[src/hw/rtl/vsfa_pkg.sv]
// Package for the vital-sign fluctuation alarm: register indexes, reset values,
// item kinds and the response type of the mean divider.
// No dependencies.
package vsfa_pkg;

	localparam int unsigned CFG_IDX_W = 2;
	localparam int unsigned VAL_W = 8;

	// configuration register indexes
	localparam logic [CFG_IDX_W-1:0] REG_HR_FLUCT_MIN = 2'd0;
	localparam logic [CFG_IDX_W-1:0] REG_RR_FLUCT_MIN = 2'd1;
	localparam logic [CFG_IDX_W-1:0] REG_HR_DEV_PCT   = 2'd2;

	localparam logic [VAL_W-1:0] HR_FLUCT_RST = 8'd15;
	localparam logic [VAL_W-1:0] RR_FLUCT_RST = 8'd4;
	localparam logic [VAL_W-1:0] HR_PCT_RST   = 8'd20;

	localparam logic [14:0] PCT_SCALE = 15'd100;

	// item kinds carried on tuser
	localparam logic KIND_SAMPLE = 1'b0;
	localparam logic KIND_CLEAR  = 1'b1;

	typedef struct packed {
		logic             done;
		logic [VAL_W-1:0] quot;
	} div_rsp_t;

endpackage

[src/hw/rtl/vital_sign_fluctuation_alarm_unit.sv]
// Vital-sign fluctuation alarm: heart/respiration windows, mean, spread test, edge alarm.
// A clear item, or a sample taken while the windows fill, goes straight to the done state;
// otherwise two passes over the window RAM, two registered reciprocal mean multiplies,
// then threshold and evaluate steps.
// New items are taken only when idle, after the last result has moved to the output register.
// Reset (arst_n low, asynchronous) empties the windows logically and clears the alarm latch.
module vital_sign_fluctuation_alarm_unit #(
	parameter int unsigned WINDOW = 16
) (
	input  logic        clk,
	input  logic        arst_n,
	input  logic        s_axis_tvalid,
	output logic        s_axis_tready,
	input  logic [15:0] s_axis_tdata,  // [7:0] heart_rate, [15:8] resp_rate
	input  logic        s_axis_tuser,  // [0] kind
	output logic        m_axis_tvalid,
	input  logic        m_axis_tready,
	output logic [7:0]  m_axis_tdata,  // [0] fall_detected, [7:1] zero
	input  logic        cfg_valid,
	output logic        cfg_ready,
	input  logic [1:0]  cfg_index,
	input  logic [7:0]  cfg_data
);

	import vsfa_pkg::*;

	localparam int unsigned PW    = $clog2(WINDOW);
	localparam int unsigned CNT_W = PW + 1;
	localparam int unsigned SUM_W = 8 + $clog2(WINDOW);
	localparam int unsigned SQ_W  = 16 + $clog2(WINDOW);
	localparam int unsigned TH_W  = 17 + $clog2(WINDOW) + 1;

	localparam logic [CNT_W-1:0] CNT_END = CNT_W'(WINDOW);
	localparam logic [PW-1:0]    POS_LAST = PW'(WINDOW - 1);
	localparam logic [TH_W-1:0]  WIN_K = TH_W'(WINDOW);

	localparam logic [2:0] S_IDLE     = 3'd0;
	localparam logic [2:0] S_SUM      = 3'd1;
	localparam logic [2:0] S_DIV_GO   = 3'd2;
	localparam logic [2:0] S_DIV_WAIT = 3'd3;
	localparam logic [2:0] S_SQ       = 3'd4;
	localparam logic [2:0] S_THR      = 3'd5;
	localparam logic [2:0] S_EVAL     = 3'd6;
	localparam logic [2:0] S_DONE     = 3'd7;

	logic [2:0]       state_q;
	logic [CNT_W-1:0] cnt_q;
	logic [PW-1:0]    write_pos_q;
	logic             window_full_q;
	logic             alarm_latched_q;
	logic             lane_q;
	logic             res_q;
	logic             m_valid_q;
	logic             fall_q;

	logic [7:0] hr_fluct_q, rr_fluct_q, hr_pct_q;
	logic [7:0] cur_hr_q, hr_mean_q, rr_mean_q;
	logic [SUM_W-1:0] hr_sum_q, rr_sum_q;
	logic [SQ_W-1:0]  hr_sq_q, rr_sq_q;
	logic [15:0]      hr_prod_s2, rr_prod_s2;
	logic             rd_vld_s1, prod_vld_s2;
	logic [16:0]      hr_t2_q, rr_t2_q;
	logic [15:0]      mp_q;
	logic [14:0]      dep100_q;

	logic             accept;
	logic             out_load;
	logic             wrap;
	logic             full_next;
	logic             in_pass;
	logic             rd_issue;
	logic [15:0]      rd_data;
	logic [7:0]       rd_hr, rd_rr, d_hr, d_rr, dep;
	logic [8:0]       hr_t1, rr_t1;
	logic             cond;
	logic             div_start;
	logic [SUM_W-1:0] div_dividend;
	div_rsp_t         div_rsp;

	assign s_axis_tready = (state_q == S_IDLE);
	assign accept        = s_axis_tvalid && s_axis_tready;
	assign cfg_ready     = 1'b1;
	assign m_axis_tvalid = m_valid_q;
	assign m_axis_tdata  = {7'b0, fall_q};

	// result moves into the output register once the previous beat has left
	assign out_load  = (state_q == S_DONE) && (!m_valid_q || m_axis_tready);

	assign wrap      = (write_pos_q == POS_LAST);
	assign full_next = window_full_q || wrap;
	assign in_pass   = (state_q == S_SUM) || (state_q == S_SQ);
	assign rd_issue  = in_pass && (cnt_q < CNT_END);

	// both windows share one RAM word: resp_rate high, heart_rate low
	vsfa_ram #(
		.WIDTH (16),
		.DEPTH (WINDOW)
	) u_win_ram (
		.clk     (clk),
		.wr_en   (accept && (s_axis_tuser == KIND_SAMPLE)),
		.wr_addr (write_pos_q),
		.wr_data (s_axis_tdata),
		.rd_en   (rd_issue),
		.rd_addr (cnt_q[PW-1:0]),
		.rd_data (rd_data)
	);

	assign rd_hr = rd_data[7:0];
	assign rd_rr = rd_data[15:8];
	assign d_hr  = (rd_hr >= hr_mean_q) ? rd_hr - hr_mean_q : hr_mean_q - rd_hr;
	assign d_rr  = (rd_rr >= rr_mean_q) ? rd_rr - rr_mean_q : rr_mean_q - rd_rr;
	assign dep   = (cur_hr_q >= hr_mean_q) ? cur_hr_q - hr_mean_q : hr_mean_q - cur_hr_q;
	assign hr_t1 = {1'b0, hr_fluct_q} + 9'd1;
	assign rr_t1 = {1'b0, rr_fluct_q} + 9'd1;

	assign div_start    = (state_q == S_DIV_GO);
	assign div_dividend = lane_q ? rr_sum_q : hr_sum_q;

	vsfa_div #(
		.WINDOW (WINDOW)
	) u_div (
		.clk      (clk),
		.arst_n   (arst_n),
		.start    (div_start),
		.dividend (div_dividend),
		.rsp      (div_rsp)
	);

	// isqrt(sq / W) > T  <=>  sq >= W * (T + 1)^2 ;  dep > mean*pct/100  <=>  100*dep > mean*pct
	assign cond = (TH_W'(hr_sq_q) >= (TH_W)'(WIN_K * TH_W'(hr_t2_q))) &&
	              (TH_W'(rr_sq_q) >= (TH_W)'(WIN_K * TH_W'(rr_t2_q))) &&
	              ({1'b0, dep100_q} > mp_q);

	always_ff @(posedge clk or negedge arst_n) begin
		if (!arst_n) begin
			hr_fluct_q <= HR_FLUCT_RST;
			rr_fluct_q <= RR_FLUCT_RST;
			hr_pct_q   <= HR_PCT_RST;
		end else if (cfg_valid) begin
			unique case (cfg_index)
				REG_HR_FLUCT_MIN: hr_fluct_q <= cfg_data;
				REG_RR_FLUCT_MIN: rr_fluct_q <= cfg_data;
				REG_HR_DEV_PCT:   hr_pct_q   <= cfg_data;
				default: ;
			endcase
		end
	end

	always_ff @(posedge clk or negedge arst_n) begin
		if (!arst_n) begin
			state_q         <= S_IDLE;
			cnt_q           <= '0;
			write_pos_q     <= '0;
			window_full_q   <= 1'b0;
			alarm_latched_q <= 1'b0;
			lane_q          <= 1'b0;
			res_q           <= 1'b0;
			m_valid_q       <= 1'b0;
			rd_vld_s1       <= 1'b0;
			prod_vld_s2     <= 1'b0;
		end else begin
			rd_vld_s1   <= rd_issue;
			prod_vld_s2 <= rd_vld_s1 && (state_q == S_SQ);
			if (out_load) begin
				m_valid_q <= 1'b1;
			end else if (m_valid_q && m_axis_tready) begin
				m_valid_q <= 1'b0;
			end
			unique case (state_q)
				S_IDLE: begin
					if (accept) begin
						res_q <= 1'b0;
						cnt_q <= '0;
						if (s_axis_tuser == KIND_CLEAR) begin
							alarm_latched_q <= 1'b0;
							state_q         <= S_DONE;
						end else begin
							write_pos_q   <= wrap ? '0 : write_pos_q + 1'b1;
							window_full_q <= full_next;
							state_q       <= full_next ? S_SUM : S_DONE;
						end
					end
				end
				S_SUM: begin
					cnt_q <= cnt_q + 1'b1;
					if (cnt_q == CNT_END) begin
						lane_q  <= 1'b0;
						state_q <= S_DIV_GO;
					end
				end
				S_DIV_GO: begin
					state_q <= S_DIV_WAIT;
				end
				S_DIV_WAIT: begin
					if (div_rsp.done) begin
						lane_q <= ~lane_q;
						cnt_q  <= '0;
						state_q <= lane_q ? S_SQ : S_DIV_GO;
					end
				end
				S_SQ: begin
					cnt_q <= cnt_q + 1'b1;
					// the pass runs on past the last read until the last product has been summed
					if (cnt_q == CNT_END + 1'b1) begin
						state_q <= S_THR;
					end
				end
				S_THR: begin
					state_q <= S_EVAL;
				end
				S_EVAL: begin
					if (cond) begin
						res_q           <= ~alarm_latched_q;
						alarm_latched_q <= 1'b1;
					end else begin
						res_q           <= 1'b0;
						alarm_latched_q <= 1'b0;
					end
					state_q <= S_DONE;
				end
				S_DONE: begin
					if (out_load) begin
						state_q <= S_IDLE;
					end
				end
				default: state_q <= S_IDLE;
			endcase
		end
	end

	// datapath registers
	always_ff @(posedge clk) begin
		if (accept) begin
			cur_hr_q <= s_axis_tdata[7:0];
			hr_sum_q <= '0;
			rr_sum_q <= '0;
			hr_sq_q  <= '0;
			rr_sq_q  <= '0;
		end
		if (state_q == S_SUM && rd_vld_s1) begin
			hr_sum_q <= hr_sum_q + SUM_W'(rd_hr);
			rr_sum_q <= rr_sum_q + SUM_W'(rd_rr);
		end
		if (state_q == S_DIV_WAIT && div_rsp.done) begin
			if (lane_q) begin
				rr_mean_q <= div_rsp.quot;
			end else begin
				hr_mean_q <= div_rsp.quot;
			end
		end
		if (state_q == S_SQ && rd_vld_s1) begin
			hr_prod_s2 <= 16'(d_hr) * 16'(d_hr);
			rr_prod_s2 <= 16'(d_rr) * 16'(d_rr);
		end
		if (prod_vld_s2) begin
			hr_sq_q <= hr_sq_q + SQ_W'(hr_prod_s2);
			rr_sq_q <= rr_sq_q + SQ_W'(rr_prod_s2);
		end
		if (state_q == S_THR) begin
			hr_t2_q  <= 17'(hr_t1) * 17'(hr_t1);
			rr_t2_q  <= 17'(rr_t1) * 17'(rr_t1);
			mp_q     <= 16'(hr_mean_q) * 16'(hr_pct_q);
			dep100_q <= 15'(dep) * PCT_SCALE;
		end
		if (out_load) begin
			fall_q <= res_q;
		end
	end

	a_full_sticky: assert property (@(posedge clk) disable iff (!arst_n)
		window_full_q |=> window_full_q)
		else $error("window full flag dropped");

	a_pulse_latched: assert property (@(posedge clk) disable iff (!arst_n)
		(state_q == S_DONE) && res_q |-> alarm_latched_q)
		else $error("alarm pulse without latch");

	a_div_owned: assert property (@(posedge clk) disable iff (!arst_n)
		div_rsp.done |-> (state_q == S_DIV_WAIT))
		else $error("divider finished outside its wait state");

	a_pass_bound: assert property (@(posedge clk) disable iff (!arst_n)
		(state_q == S_SUM) |-> (cnt_q <= CNT_END))
		else $error("sum pass ran past the window");

	a_eval_full: assert property (@(posedge clk) disable iff (!arst_n)
		(state_q == S_SUM) |-> window_full_q)
		else $error("window evaluated before it filled");

endmodule

[src/hw/rtl/vsfa_ram.sv]
// Generic single-write, single-read RAM with registered read data.
// No dependencies.
module vsfa_ram #(
	parameter int unsigned WIDTH = 16,
	parameter int unsigned DEPTH = 16,
	localparam int unsigned AW = (DEPTH > 1) ? $clog2(DEPTH) : 1
) (
	input  logic             clk,
	input  logic             wr_en,
	input  logic [AW-1:0]    wr_addr,
	input  logic [WIDTH-1:0] wr_data,
	input  logic             rd_en,
	input  logic [AW-1:0]    rd_addr,
	output logic [WIDTH-1:0] rd_data
);

	logic [WIDTH-1:0] mem_q [DEPTH];
	logic [WIDTH-1:0] rd_data_q;

	always_ff @(posedge clk) begin
		if (wr_en) begin
			mem_q[wr_addr] <= wr_data;
		end
		if (rd_en) begin
			rd_data_q <= mem_q[rd_addr];
		end
	end

	assign rd_data = rd_data_q;

endmodule

[src/hw/rtl/vsfa_div.sv]
// Mean of a window sum: multiply by a fixed-point reciprocal of the window length.
// Quotient and done are registered from start and show in the cycle after it. Depends on vsfa_pkg.
module vsfa_div #(
	parameter int unsigned WINDOW = 16,
	localparam int unsigned SUM_W = 8 + $clog2(WINDOW)
) (
	input  logic             clk,
	input  logic             arst_n,
	input  logic             start,
	input  logic [SUM_W-1:0] dividend,
	output vsfa_pkg::div_rsp_t rsp
);

	import vsfa_pkg::*;

	// ceil(2^(SUM_W+L) / WINDOW), L = clog2(WINDOW): exact floor for every SUM_W-bit sum
	localparam int unsigned L_W     = $clog2(WINDOW);
	localparam int unsigned SHIFT   = SUM_W + L_W;
	localparam int unsigned RECIP_W = SUM_W + 1;
	localparam int unsigned PROD_W  = SUM_W + RECIP_W;
	localparam logic [RECIP_W-1:0] RECIP = RECIP_W'(((1 << SHIFT) + WINDOW - 1) / WINDOW);

	logic [VAL_W-1:0] quot_q;
	logic             done_q;

	always_ff @(posedge clk or negedge arst_n) begin
		if (!arst_n) begin
			done_q <= 1'b0;
		end else begin
			done_q <= start;
		end
	end

	always_ff @(posedge clk) begin
		if (start) begin
			quot_q <= VAL_W'((PROD_W'(dividend) * PROD_W'(RECIP)) >> SHIFT);
		end
	end

	assign rsp.done = done_q;
	assign rsp.quot = quot_q;

endmodule

[config.mk]
export PLATFORM = sky130hd
export DESIGN_NAME = vital_sign_fluctuation_alarm_unit
export DESIGN_NICKNAME = d
export VERILOG_FILES = /design/src/hw/rtl/vsfa_pkg.sv /design/src/hw/rtl/vital_sign_fluctuation_alarm_unit.sv /design/src/hw/rtl/vsfa_ram.sv /design/src/hw/rtl/vsfa_div.sv
export SDC_FILE = /design/constraint.sdc
export NUM_CORES = 1
export LEC_CHECK = 0
export BUFFER_PORTS_ARGS = -buffer_cell sky130_fd_sc_hd__buf_4
export CORE_ASPECT_RATIO = 0.8
export CORE_UTILIZATION = 30
export DETAILED_ROUTE_END_ITERATION = 16
export GPL_ROUTABILITY_DRIVEN = 0
export GPL_TIMING_DRIVEN = 0
export PLACE_DENSITY = 0.41
export SYNTH_ARGS = -nofsm -noshare
export SYNTH_HDL_FRONTEND = slang
export SYNTH_HIERARCHICAL = 1
export SYNTH_SLANG_ARGS = --single-unit
[constraint.sdc]
create_clock -name clk -period 8.7 [get_ports clk]
set_clock_uncertainty 0.05 [all_clocks]
set_input_delay 1.305 -clock clk [delete_from_list [all_inputs] [get_ports clk]]
set_output_delay 1.305 -clock clk [all_outputs]
set_load 0.01 [all_outputs]
== Word-level counts from Yosys, hierarchy flattened ==
Memory sizes are Yosys's and may differ from the RTL's. A register that Yosys moved wholly into a read port is not among the register bits.
Index checks and enable logic that the tools add are counted.
Storage, ports and cells
  bits of input ports: 32
  output and inout port bits: 11
  memories kept: 1
  logic and storage cells: 149
  memory bits (writable): 256
  flip-flop bits (word level): 236
Memory list
  u_win_ram.mem_q: words 16, width 16, rd ports 1, clocked after Yosys merged registers in 1, wr ports 1, line vsfa_ram.sv:17  | logic [WIDTH-1:0] mem_q [DEPTH];
Cells by class
  bitwise gates (word level): 3
  add/subtract/negate cells: 14
  eq/ne operators: 18
  multiply operators: 6
  $lt $le $gt $ge: 7
  reductions and logical operators: 34
  mux-type cells: 37
Operators by type and width (number)
  2-to-1 mux 20 bit: 3
  multiplier 8 x 8 -> 16 bit: 3
  2-to-1 mux 12 bit: 4
  subtractor 8 bit: 6
  greater-or-equal comparator 20 x 21 -> 1 bit: 2
  adder 20 x 16 -> 20 bit: 2
  multiplier 9 x 9 -> 17 bit: 2
  adder 12 x 8 -> 12 bit: 2
  greater-or-equal comparator 8 bit: 3
  2-to-1 mux 3 bit: 8
  2-to-1 mux 8 bit: 3
  case mux 3 bit (8 select lines): 1
  adder 8 x 1 -> 9 bit, second input constant: 2
  > comparator 15 x 16 -> 1 bit: 1
  case mux 5 bit (3 select lines): 1
  multiplier 8 x 5 -> 13 bit, second input constant: 1
  == test 3 bit, second input constant: 4
  AND reduction 2 bit: 6
  AND reduction 3 bit: 4
  2-to-1 mux 1 bit: 11
  == test 5 bit, second input constant: 2
  logical AND 1 bit: 10
  2-to-1 mux 5 bit: 2
  nonzero test 2 bit: 5
  20 further kinds: 31

== Depth between registers and ports, before layout ==
Gate-level depths: netlist of run 1.
  depth in word-level cells: 6
  depth in mapped cells: 29
  mapped depth without buffers: 28

== Hierarchy ==
Netlist of run 1, hierarchy kept.
Modules (own cells, without submodules)
  vital_sign_fluctuation_alarm_unit: cells each 2288, seq. area each 6490.0 sq um, area an instance 22756.8 sq um, instances 1
  vsfa_ram: cells each 432, seq. area each 8167.8 sq um, area an instance 10203.5 sq um, instances 1
  vsfa_div: cells each 10, seq. area each 265.3 sq um, area an instance 272.8 sq um, instances 1

== Worst setup path before layout of run 1 ==
Ideal clock, no wire load.
  kind: reg-to-reg
  from: register hr_mean_q[1]
  to: register hr_prod_s2[13] (data pin)
  period minus slack after synthesis: 6283 ps
  buffers on the path: 0
  arrival time: 5975 ps
  stages on the path, launching flop included: 23
  setup time: 258 ps
  path slack: 2417 ps
  data required time: 8392 ps
  path through: edfxtp_1 > inv_1 > fa_1 > nand3_1 > a31oi_2 > a211oi_4 > mux2i_1 > o221ai_2 > xnor2_2 > or2_1 > fa_1 > inv_1 > fa_1 > fa_1 > inv_1 > fa_1 > inv_1 > ha_1 > a21oi_1 > nand2_1 > a41oi_1 > nor2b_1 > xnor2_1
On the way
  cells in the longest elaborated chain, start to end: 3
  elaborated cells on any way between the ends: 5
  classes of those cells: add/sub: 2; mul: 1; order compare: 1; mux: 1
Ends and longest elaborated chain
  start, declared: line vital_sign_fluctuation_alarm_unit.sv:57  | logic [7:0] cur_hr_q, hr_mean_q, rr_mean_q;
  start signal, assigned: line vital_sign_fluctuation_alarm_unit.sv:248  | hr_mean_q <= div_rsp.quot;
  subtractor 8 bit or greater-or-equal comparator 8 bit (tied branches): line vital_sign_fluctuation_alarm_unit.sv:110  | assign d_hr = (rd_hr >= hr_mean_q) ? rd_hr - hr_mean_q : hr_mean_q - rd_hr;
  2-to-1 mux 8 bit *: line vital_sign_fluctuation_alarm_unit.sv:110
  multiplier 8 x 8 -> 16 bit *: line vital_sign_fluctuation_alarm_unit.sv:252  | hr_prod_s2 <= 16'(d_hr) * 16'(d_hr);
  end signal, assigned: line vital_sign_fluctuation_alarm_unit.sv:252
  end, declared: line vital_sign_fluctuation_alarm_unit.sv:60  | logic [15:0] hr_prod_s2, rr_prod_s2;
Every way passes the cells marked *; elsewhere a longest branch is shown, timed or not.
A chain may end at the register's enable or synchronous reset.

== Worst setup path in the final report of run 1 ==
  from: register hr_mean_q[1]
  to: register hr_prod_s2[15] (data pin)
Same word-level chain as after synthesis.

==> results_dict.tcl, run 1 <==
set metrics [dict create \
    outcome "complete, no violations" \
    endpoint_kind "flip-flop" \
    cp_data_arrival_time_ns 7.89 \
    max_stage_delay_ns 0.78 \
    rows 108 \
    grt_overflow_total 0 \
    cts.sink_count 504 \
    finalNetCount 3385 \
    netlist_area_sq_mm 0.0332 \
    via_per_inst 4.74 \
    die_area_sq_mm 0.112 \
    dpl.hpwl_um 58200 \
    clk_latency_ns 0.66 \
    grt_start_max_net_pins 45 \
    period_minus_slack_ns 7.57 \
    drc 0 \
    tns_ns 0 \
    dr.pass1.iters 5 \
    startpoint_type "flip-flop" \
    worst_pin_slew_ns 1.13 \
    final_cell_mix "edfxtp_1, inv_1, ha_1" \
    fp.dieW_um 374 \
    h-tree-depth 2 \
    drv_slew 0 \
    initial_core_util_pct 30.4 \
    antenna_left 0 \
    cpLargestDelayFamily "adder cells" \
    cts_tree "done" \
    avgSynthCellArea_sq_um 12.2 \
    core_area_sq_mm 0.109 \
    cts_buffers 59 \
    cp_max_fo 12 \
    layout.cells.most_common "edfxtp_1" \
    cp_cell_sequence "inv_1 -> fa_1 -> nand3_1 -> a31oi_2 -> a211oi_4 -> mux2i_1 -> xor2_1 -> inv_1 -> nand2b_1 -> fa_1 -> inv_1 -> fa_1 -> fa_1 -> inv_1 -> fa_1 -> inv_1 -> ha_1 -> a21oi_1 -> nand2_1 -> a41oi_1 -> a21oi_1 -> xor2_1" \
    grt_usage_pct 13.8 \
    yosys_warnings 6 \
    wl_per_cell_um 17.6 \
    drv_cap 0 \
    finalHoldViolCount 0 \
    antenna_found_initial 2 \
    first_global_vias 21400 \
    setup_violations 0 \
    syn2layout_area_growth_pct 13.6 \
    cts_buffer_depth 3 \
    syn-instance-count 2725 \
    first_iter_violations 1078 \
    ios 43 \
    cts_root_buffer "clkbuf_16" \
    wl_um 76400 \
    hp-class "flip-flop to flip-flop" \
    io_buffers 34 \
    die_y_um 300 \
    finalCritPeriodShare_pct 87.0 \
    hold_buffers 0 \
    slowest_stage "edfxtp_1" \
    slew_headroom_pct 24.2 \
    vias 20600 \
    post_cts_resized 0 \
    path_clk_slew_ns 0.06 \
    rsz0062_at_grt "no" \
    crit_buf_inv 5 \
    path_class "flip-flop to flip-flop" \
    cp.required_ns 9.03 \
    max_freq_mhz 132 \
    drive_gt1_share_pct 10.8 \
    grt_pass1_wl_um 122000 \
    cts_setup_buffers 0 \
]
==> final cells by class <==
class	instances	area (sq um)
Antenna cell	1	2.50
Buffer	60	325
Clock buffer	76	1550
Clock inverter	35	427
Fill cell	10700	71400
Inverter	381	1430
Multi-Input combinational cell	1796	16600
Sequential cell	504	14900
Tap cell	1430	1790
Timing Repair Buffer	55	597
==> per-stage QoR <==
step	utilization, %	area, sq um	setup slack (ns)	hold WS, ns	instances
after global placement	32.4	35300	1.12	0.388	4205
after floorplan	-	33300	2.42	0.371	2741
after detailed placement	32.7	35700	1.12	0.387	4226
final	34.6	37700	1.13	0.401	4338
after CTS	34.6	37700	1.12	0.399	4337
after global routing	34.6	37700	0.646	0.415	4337
==> metal layers <==
metal	global-route usage, %	routed length [um]	share of wire (%)
met1	19.9	38100	50
met2	21.9	34100	45
met3	2.18	2940	3.8
met4	2.99	1260	1.7
met5	0	0	0
==> sequential cells by signal, indices dropped and copies added, names as in the netlist, 12 cells and up <==
register / count
dep100_q: 13
hr_sum_q: 12
hr_prod_s2: 15
u_win_ram/rd_data: 16
rr_prod_s2: 15
rr_sq_q: 20
rr_t2_q: 16
hr_t2_q: 16
hr_sq_q: 20
mp_q: 16
rr_sum_q: 12
u_win_ram/mem_q: 256
==> final timing paths <==
| check | to | from | cells after the start | slack (ns) |
|---|---|---|---|---|
| max reg2reg | hr_prod_s2[15]$_DFFE_PP_ | hr_mean_q[1]$_DFFE_PP_ | 22 | 1.13 |
| max | hr_prod_s2[15]$_DFFE_PP_ | hr_mean_q[1]$_DFFE_PP_ | 22 | 1.13 |
| max in group asynchronous | prod_vld_s2$_DFF_PN0_ | arst_n | 1 | 7.44 |
| min | res_q$_DFFE_PN0P_ | alarm_latched_q$_DFFE_PN0P_ | 1 | 0.40 |
| min in group asynchronous | window_full_q$_DFFE_PN0P_ | arst_n | 1 | 0.64 |
| min reg2reg | res_q$_DFFE_PN0P_ | alarm_latched_q$_DFFE_PN0P_ | 1 | 0.40 |
Power of run 1 is not shown: default switching activity piles up to over one toggle a cycle in this logic, so the estimate is an artifact.
==> run 2: changes to the inputs <==
- SYNTH_HIERARCHICAL: 1 -> unset
==> run 2 against run 1 <==
Synthesized cell count fell by 1.4%. Flip-flop and latch count did not move. Fmax fell by 1.2%. Non-clock buffer count rose by 2. Area after synthesis fell by 0.24%. Sequential share of layout area rose by 0.19 points. Final cell count fell by 1.1%. Via count fell by 1.4%. Critical endpoint is now hr_prod_s2[13]$_DFFE_PP_.
==> results_dict.tcl, run 2 <==
set metrics [dict create \
    drv_slew 0 \
    cts.sink_count 504 \
    antenna_left 0 \
    wl_per_cell_um 18.5 \
    grt_start_max_net_pins 45 \
    worst_pin_slew_ns 1.27 \
    cp_data_arrival_time_ns 8.01 \
    synthAdderAreaFrac_pct 22.6 \
    reg2reg_depth 23 \
    yosys-top-cells-count "edfxtp_1, inv_1, ha_1" \
    drc 0 \
    path_class "flip-flop to flip-flop" \
    yosys.cell_types.count 75 \
    synth_edf_count 460 \
    fp.dieW_um 373 \
    holdPathEnd "rr_mean_q[7]$_DFFE_PP_" \
    synth_xor_area_share_pct 4.06 \
    dr.pass1.iters 5 \
    max_freq_mhz 131 \
    rows 108 \
    first_iter_violations 1357 \
    core_area_sq_mm 0.109 \
    antenna_found_initial 4 \
    finalNetCount 3345 \
    cts_setup_buffers 0 \
    synth_mux_area_share_pct 7.23 \
    rr_endpoint "hr_prod_s2[13]$_DFFE_PP_" \
    cts_root_buffer "clkbuf_16" \
    grt_overflow_total 0 \
    reg2reg_from "hr_mean_q[1]$_DFFE_PP_" \
    vias 20300 \
    diodes 0 \
    slew_headroom_pct 15.2 \
    synthFlopType "edfxtp_1" \
    drv_cap 0 \
    first_global_vias 20700 \
    cp_max_fo 13 \
    drive_gt1_share_pct 11.9 \
    synth_simple_gate_area_share_pct 9.03 \
    final_cell_mix "edfxtp_1, inv_1, ha_1" \
    synth_area_leaders "edfxtp_1, ha_1, fa_1" \
    largest_register_ffs 256 \
    tns_ns 0 \
    ios 43 \
    post_cts_resized 0 \
    synth_top_family_by_area "adder cells" \
    path_clk_slew_ns 0.07 \
    setup_violations 0 \
    synthMostInstantiatedCell "edfxtp_1" \
    hp-class "flip-flop to flip-flop" \
    rsz0062_at_grt "no" \
    period_minus_slack_ns 7.66 \
    netlist_area_sq_mm 0.0331 \
    top_regs "u_win_ram.mem_q x256, hr_sq_q x20, rr_sq_q x20" \
    grt_pass1_wl_um 124000 \
    ys_seq_area_share_pct 45.1 \
    wl_um 79600 \
    async_reset_ff_share_pct 8.73 \
    cts_buffers 57 \
    cp.required_ns 9.05 \
    synth-compound-area-share_pct 6.84 \
    synth-seq-cells 504 \
    clk_latency_ns 0.66 \
    yosys_warnings 0 \
    io_buffers 34 \
    startpoint "hr_mean_q[1]$_DFFE_PP_" \
    synth_area_leader_cell "edfxtp_1" \
    min_path_cells 0 \
    finalCritPeriodShare_pct 88.0 \
    startpoint_type "flip-flop" \
    synth_top_area_share_pct 41.7 \
    syn2layout_area_growth_pct 13.3 \
    hold_buffers 0 \
    outcome "complete, no violations" \
    avgSynthCellArea_sq_um 12.3 \
    via_per_inst 4.73 \
    grt_usage_pct 14.4 \
    initial_core_util_pct 30.4 \
    cts_buffer_depth 3 \
    layout.cells.most_common "edfxtp_1" \
    h-tree-depth 2 \
    r2r_slack_ns 1.04 \
    die_area_sq_mm 0.112 \
    syn-instance-count 2687 \
    die_y_um 299 \
    finalHoldViolCount 0 \
    dpl.hpwl_um 60700 \
    hp-start "u_div.quot_q[7]$_DFFE_PP_" \
    top_register "u_win_ram.mem_q" \
    cts_tree "done" \
    endpoint_kind "flip-flop" \
]
==> run 2: area by class of cell <==
| type | instances | area, sq um |
|---|---|---|
| Fill cell | 10700 | 71400 |
| Clock buffer | 72 | 1520 |
| Inverter | 372 | 1400 |
| Multi-Input combinational cell | 1762 | 16600 |
| Timing Repair Buffer | 52 | 512 |
| Clock inverter | 35 | 434 |
| Sequential cell | 504 | 14900 |
| Tap cell | 1430 | 1790 |
| Buffer | 65 | 307 |
==> run 2: worst max-delay path, stage by stage, from the launching register on <==
cell	delay, ns
edfxtp_1	0.80
inv_1	0.27
fa_1	0.51
nand3_1	0.11
a31oi_1	0.10
a211oi_1	0.27
buf_6	0.21
mux2_4	0.32
a221oi_2	0.33
xor2_2	0.71
or2_2	0.26
inv_1	0.06
fa_1	0.48
fa_1	0.55
inv_1	0.06
fa_1	0.50
fa_1	0.54
inv_1	0.04
ha_1	0.36
o211ai_1	0.12
nand2_1	0.13
a41oi_1	0.33
nor2b_1	0.23
xnor2_1	0.09
==> run 2: through the flow <==
stage          std cells  setup WS, ns  utilization, %  hold slack, ns  area [sq um]
3_3_place_gp        4167         0.593            32.3           0.389         35200
2_1_floorplan       2703          2.36               -           0.369         33200
6_report            4292          1.04            34.4           0.394         37500
3_5_place_dp        4185         0.938            32.6           0.392         35500
5_1_grt             4292         0.471            34.4           0.412         37500
4_1_cts             4292         0.965            34.4           0.396         37500
==> run 2: how the worst max path moves through the flow <==
| stage | end | slack [ns] |
|---|---|---|
| after CTS | hr_prod_s2[14]$_DFFE_PP_ | 0.97 |
| after detailed placement | hr_prod_s2[14]$_DFFE_PP_ | 0.94 |
| final | hr_prod_s2[13]$_DFFE_PP_ | 1.04 |
| after floorplan | hr_prod_s2[12]$_DFFE_PP_ | 2.36 |
| after global routing | hr_prod_s2[13]$_DFFE_PP_ | 0.47 |
| after global placement | hr_prod_s2[14]$_DFFE_PP_ | 0.59 |
==> run 2: kinds of logic after synthesis <==
logic type | Yosys count
buffers and inverters | 437
DFF | 504
other | 2
and+or+nand+nor | 605
xor gates and xnor gates | 151
adders and majority gates | 499
muxes | 134
AOI/OAI and AO/OA | 355
==> run 2: routing by layer <==
metal	share of wire [%]	global-route usage, %
met1	51	21.7
met2	43	21.6
met3	4.3	1.99
met4	2.0	3.47
met5	0.021	0
Power of run 2 is left out for the same reason.
